## config.mk

```make
export PLATFORM = sky130hd
export DESIGN_NAME = pdle_ctrl
export DESIGN_NICKNAME = d
export VERILOG_FILES = /design/src/hw/rtl/pdle_pkg.sv /design/src/hw/rtl/pdle_ctrl.sv
export SDC_FILE = /design/constraint.sdc
export NUM_CORES = 1
export LEC_CHECK = 0
export BUFFER_PORTS_ARGS = -buffer_cell sky130_fd_sc_hd__buf_2
export CORE_AREA = 2 2 39 41
export CTS_CLUSTER_DIAMETER = 150
export DETAILED_ROUTE_END_ITERATION = 7
export DIE_AREA = 0 0 41 43
export HOLD_SLACK_MARGIN = 0.06
export PLACE_DENSITY_LB_ADDON = 0.05
export SLEW_MARGIN = 0
export SYNTH_ARGS = -nofsm -noshare
export SYNTH_HDL_FRONTEND = slang
export SYNTH_SLANG_ARGS = --single-unit
```

## constraint.sdc

```tcl
create_clock -name clk -period 2.8 [get_ports clk]
set_input_delay 0.14 -clock clk [delete_from_list [all_inputs] [get_ports clk]]
set_output_delay 0.14 -clock clk [all_outputs]
set_load 0.02 [all_outputs]
```

## src/hw/rtl/pdle_pkg.sv

```systemverilog
// ----------------------------------------------------------------------------
// pdle_pkg
// Shared types and constants for the PLL divider LFSR encoder.
// ----------------------------------------------------------------------------
package pdle_pkg;

  // Divider kinds.
  localparam logic [1:0] KIND_M   = 2'd0;
  localparam logic [1:0] KIND_N   = 2'd1;
  localparam logic [1:0] KIND_P   = 2'd2;
  localparam logic [1:0] KIND_BAD = 2'd3;

  // Field widths.
  localparam int unsigned FUNC_W = 2;
  localparam int unsigned VAL_W  = 16;
  localparam int unsigned CODE_W = 17;
  localparam int unsigned LFSR_W = 15;

  // Largest divider value of each kind.
  localparam logic [VAL_W-1:0] M_MAX = 16'd32768;
  localparam logic [VAL_W-1:0] N_MAX = 16'd256;
  localparam logic [VAL_W-1:0] P_MAX = 16'd32;

  // LFSR seeds.
  localparam logic [LFSR_W-1:0] M_SEED = 15'h4000;
  localparam logic [LFSR_W-1:0] N_SEED = 15'h0080;
  localparam logic [LFSR_W-1:0] P_SEED = 15'h0010;

  // Fixed codes for divider values one and two.
  localparam logic [CODE_W-1:0] M_CODE_ONE = 17'h18003;
  localparam logic [CODE_W-1:0] M_CODE_TWO = 17'h10003;
  localparam logic [CODE_W-1:0] N_CODE_ONE = 17'h00302;
  localparam logic [CODE_W-1:0] N_CODE_TWO = 17'h00202;
  localparam logic [CODE_W-1:0] P_CODE_ONE = 17'h00062;
  localparam logic [CODE_W-1:0] P_CODE_TWO = 17'h00042;

  // Commands from the controller to the datapath.
  typedef struct packed {
    logic load;
    logic step;
    logic capture;
  } pdle_cmd_t;

  // Status from the datapath to the controller.
  typedef struct packed {
    logic zero_steps;
    logic last_step;
    logic can_capture;
  } pdle_status_t;

endpackage

```

## src/hw/rtl/pdle_ctrl.sv

```systemverilog
// ----------------------------------------------------------------------------
// pdle_ctrl
// Sequencer: load a request, step the LFSR, hand the result to the output.
// ----------------------------------------------------------------------------
module pdle_ctrl
  import pdle_pkg::*;
(
  input  logic         clk,
  input  logic         rst_n,
  input  logic         in_valid,
  output logic         in_ready,
  input  pdle_status_t status,
  output pdle_cmd_t    cmd
);

  typedef enum logic [1:0] {
    ST_IDLE,
    ST_RUN,
    ST_FINISH
  } state_t;

  state_t state_r;
  state_t state_nxt;

  // A new request is taken only while no encode is in flight.
  assign in_ready = (state_r == ST_IDLE);

  // Commands and next state.
  always_comb begin
    cmd.load    = 1'b0;
    cmd.step    = 1'b0;
    cmd.capture = 1'b0;
    state_nxt   = state_r;
    case (state_r)
      ST_IDLE: begin
        if (in_valid) begin
          cmd.load  = 1'b1;
          state_nxt = status.zero_steps ? ST_FINISH : ST_RUN;
        end
      end
      ST_RUN: begin
        cmd.step = 1'b1;
        if (status.last_step) begin
          state_nxt = ST_FINISH;
        end
      end
      ST_FINISH: begin
        if (status.can_capture) begin
          cmd.capture = 1'b1;
          state_nxt   = ST_IDLE;
        end
      end
      default: begin
        state_nxt = ST_IDLE;
      end
    endcase
  end

  // State register.
  always_ff @(posedge clk) begin
    if (!rst_n) begin
      state_r <= ST_IDLE;
    end else begin
      state_r <= state_nxt;
    end
  end

endmodule

```

After elaboration in Yosys (flattened, before gate mapping)
Index checks and enable logic that the tools add are counted.
{ "word_totals": {"output_inout_bits": 4, "register_bits": 2, "word_cells": 18, "input_bits": 6} }
{ "op_classes": {"n_eq_ne": 5, "n_mux": 10, "n_reduce_logical": 2} }
{ "op_table": {"columns": ["op", "count"], "rows": [
  ["2-to-1 mux 2 bit", 4],
  ["inequality test 2 bit (second input constant)", 3],
  ["case mux 2 bit (3 select lines)", 1],
  ["2-to-1 mux 1 bit", 5],
  ["AND reduction 3 bit", 1],
  ["== test 2 x 1 -> 1 bit (second input constant)", 1],
  ["== test 2 bit (second input constant)", 1],
  ["logical NOT 2 bit", 1]
]} }

Longest topological paths before layout
{ "logic_depth": {"word_depth": 3, "ltp_mapped": 2, "mapped_depth_nobuf": 2} }

Least setup slack after synthesis
OpenSTA, ideal clock, no wires.
{ "synth_path": {"kind": "register -> output", "startpoint": "register state_r[1]", "endpoint": "output cmd[2] in the netlist's numbering", "t_required_ns": 2.660, "arrival_time_ns": 0.942, "slack_ns": 1.718, "n_path_buf": 0, "path_stages_with_launch": 3, "cell_sequence": "dfxtp_1 > nor2_1 > and2_1"} }
{ "synth_rtl": {"columns": ["item", "line", "source"], "rows": [
  ["start: declaration", "pdle_ctrl.sv:22", "state_t state_r;"],
  ["start signal: assignment", "pdle_ctrl.sv:64", "state_r <= state_nxt;"],
  ["end: declaration", "pdle_ctrl.sv:13", "output pdle_cmd_t cmd"]
]} }

==> PnR_summary.wiki <==
{| class="wikitable"
! Metric !! Value
|-
| Cell Pwr Density || 584 nW/µm²
|-
| Routed wire length || ~340 µm
|-
| Number of sinks handled by clock tree synthesis || 2
|-
| Worst R2R Path Depth || 2
|-
| Routability congestion estimate from global placement || between 0.5 and 0.6
|-
| Count of TritonRoute iterations in the first routing pass || 1
|-
| Initial antenna violation count || 0
|-
| Syn nets || 20
|-
| CTS Hold Bufs || 0
|-
| Routed length per instance || 8.05 µm
|-
| Post-cts repair resize count || 0
|-
| Largest driver fanout on the critical path || 8
|-
| Antenna diodes || 0
|-
| # Max-Cap Violations || 0
|-
| Clock tree from TritonCTS || built
|-
| Count of yosys warnings during synthesis || 0
|-
| Number of standard cells after synthesis || 14
|-
| Crit path arrival time || 1000 ps
|-
| Type of destination of the critical path || output port
|-
| Post-Synthesis Cell Area || between 100 and 150 µm²
|-
| Net count reported at finish || 34
|-
| Via count of the routed design || 147
|-
| Instance area at placement || between 150 and 200 µm²
|-
| Class of the tightest hold or removal check || primary input to register
|-
| Area of the die || between 1500 and 2000 µm²
|-
| Worst-case setup slack after placement || between 1500 and 2000 ps
|-
| Final slew viol count || 0
|-
| Most frequent cell after synthesis || sky130_fd_sc_hd__dfxtp_1
|-
| Kind of critical path || register to output port
|-
| Overall power consumption || around 0.00012 W
|-
| Placeable core region || 1380 µm²
|-
| Sequential cell area in the final layout || 40.0 µm²
|-
| Die extent in y || 43 µm
|-
| Post-synthesis sequential area ratio || between 30% and 40%
|-
| Number of port buffers || 9
|-
| Number of storage elements in the synthesis netlist || 2
|-
| Number of global-route vias before repair || about 150
|-
| Starting DRC count in detailed routing || 0
|-
| Layout fillers || approximately 170
|-
| Status || completed
|-
| Fin. Hold Viols || 0
|-
| Headroom to the max-slew limit || about nine tenths
|-
| Setup repair bufs after CTS || 0
|-
| Relative area change from synthesis to final layout || 70.0%
|-
| Share of flip-flops with an asynchronous set or reset || 0%
|-
| Number of buffers created by CTS || 3
|-
| Mean instance size in the synthesized netlist || 8.94 µm²
|-
| Number of placement rows || 14
|-
| Setup clock skew after layout || about 4.8 ps
|-
| DRC || 0
|-
| Regs by FF count || state_r (2)
|-
| Worst EP required || 2660 ps
|-
| Launching element type of the critical path || register
|-
| Final min period || 1140 ps
|-
| Via-to-Cell Ratio || ~3.5
|-
| Number of synthesized flops with an enable pin || 0
|-
| Leakage power summed over all cells || approximately 0.11 nW
|-
| Slew of the pin with the lowest slew margin || between 150 and 200 ps
|-
| Crit share post-route || between 40% and 50%
|-
| Prevailing post-synth register cell || sky130_fd_sc_hd__dfxtp_1
|-
| Summed area of non-filler cells in the final layout || roughly 210 µm²
|-
| Setup violation total in the final timing report || 0
|-
| Fraction of layout instances using a drive strength above 1 || roughly 54%
|-
| H-Tree Level Count || 1
|-
| Effective utilization at floorplan || 9.04%
|-
| Detailed placement HPWL || roughly 280 µm
|-
| Core Util, Final || roughly 15%
|-
| Clock tree root driver cell || sky130_fd_sc_hd__clkbuf_4
|-
| Largest net degree at the start of global routing || 9
|-
| Clk Latency, worst-skew pair || between 200 and 250 ps
|-
| Die boundary width || around 41 µm
|-
| CTS clk-pin slew, worst paths || about 30 ps
|-
| Number of flip-flops under the largest register name || 2
|-
| Leading post-synthesis cells by cell area || sky130_fd_sc_hd__dfxtp_1 32%, sky130_fd_sc_hd__and3b_2 8.0%, sky130_fd_sc_hd__o311a_1 8.0%
|-
| Footprint of the multi-input gates || around 85 µm²
|-
| Clk buf depth || 2
|-
| Post-route setup TNS || 0 ps
|-
| RSZ-0062 raised after global routing || no
|-
| Share of Yosys cell area claimed by the top area cell type || 32.0%
|-
| Register bank with the most flops || state_r
|-
| I/O pin count || 10
|-
| Cell count of the worst hold path || 2
|-
| Biggest area consumer among synthesized cells || sky130_fd_sc_hd__dfxtp_1
|-
| Global-route usage over all layers || 5.71%
|-
| Overall overflow remaining after global route || 0
|-
| Max Fclk || just under 0.9 GHz
|-
| Distinct cells, synth || 13
|-
| Global-route wire length before repair || 565 µm
|-
| Remaining antenna violation count || 0
|-
| Post-route setup slack || 1660 ps
|-
| Peak supply drop || about 0.16 mV
|}
## final cells by class
type                            count  share of cell area [%]
Clock buffer                        3                    10.6
Multi-Input combinational cell     12                    40.0
Sequential cell                     2                    18.8
Tap cell                           16                    9.41
Timing Repair Buffer                9                    21.2
## through the flow
step | instances | hold slack, ps
2_1_floorplan | 14 | 269
4_1_cts | 42 | 147
5_1_grt | 42 | 150
6_report | 42 | 153
3_5_place_dp | 39 | 393
3_3_place_gp | 39 | 407
## worst max-delay path: stages (launching register included)
cell and delay (ps):
sky130_fd_sc_hd__dfxtp_1 390, sky130_fd_sc_hd__and3b_2 230, sky130_fd_sc_hd__buf_2 150
## worst paths after layout
path               from          to  slack [ps]
max          state_r[0]      cmd[0]        1660
min               rst_n  state_r[1]         150
max reg2reg  state_r[0]  state_r[1]        1780
min reg2reg  state_r[1]  state_r[1]         600
## per-layer routing
layer | part of all wire (%) | wire length (µm) | GRT usage [%]
met3 | 14 | 47 | 7.33
met4 | 4.1 | 14 | 6.00
met2 | 50 | 168 | 6.88
met5 | 0 | 0 | 0
met1 | 31 | 106 | 3.83
## logic make-up after synthesis
kind of cell     Yosys count  synth area share [%]
AND/OR/NAND/NOR            9                  52.0
AO/OA/AOI/OAI              3                  16.0
flip-flops                 2                  32.0
## cells in the final DEF (no fill, tap or decap)
cell and n:
sky130_fd_sc_hd__or3b_1 1, sky130_fd_sc_hd__a21oi_1 1, sky130_fd_sc_hd__or2b_1 1, sky130_fd_sc_hd__clkbuf_4 3, sky130_fd_sc_hd__and3b_2 1, sky130_fd_sc_hd__o21ai_0 1
sky130_fd_sc_hd__nor2b_1 1, sky130_fd_sc_hd__and3b_1 1, sky130_fd_sc_hd__nand2b_1 1, sky130_fd_sc_hd__nor2_1 1, sky130_fd_sc_hd__buf_2 9, sky130_fd_sc_hd__and2_1 1
sky130_fd_sc_hd__o311a_1 1, sky130_fd_sc_hd__dfxtp_1 2, sky130_fd_sc_hd__and2_2 1
## report_power, final
part / internal, W / switching, W / total [W]
registers: 0.0000310 / 0.00000291 / 0.0000339
clock network: 0.0000474 / 0.0000187 / 0.0000661
logic: 0.0000118 / 0.0000125 / 0.0000243
No activity file was read; power rests on OpenSTA's default activity.
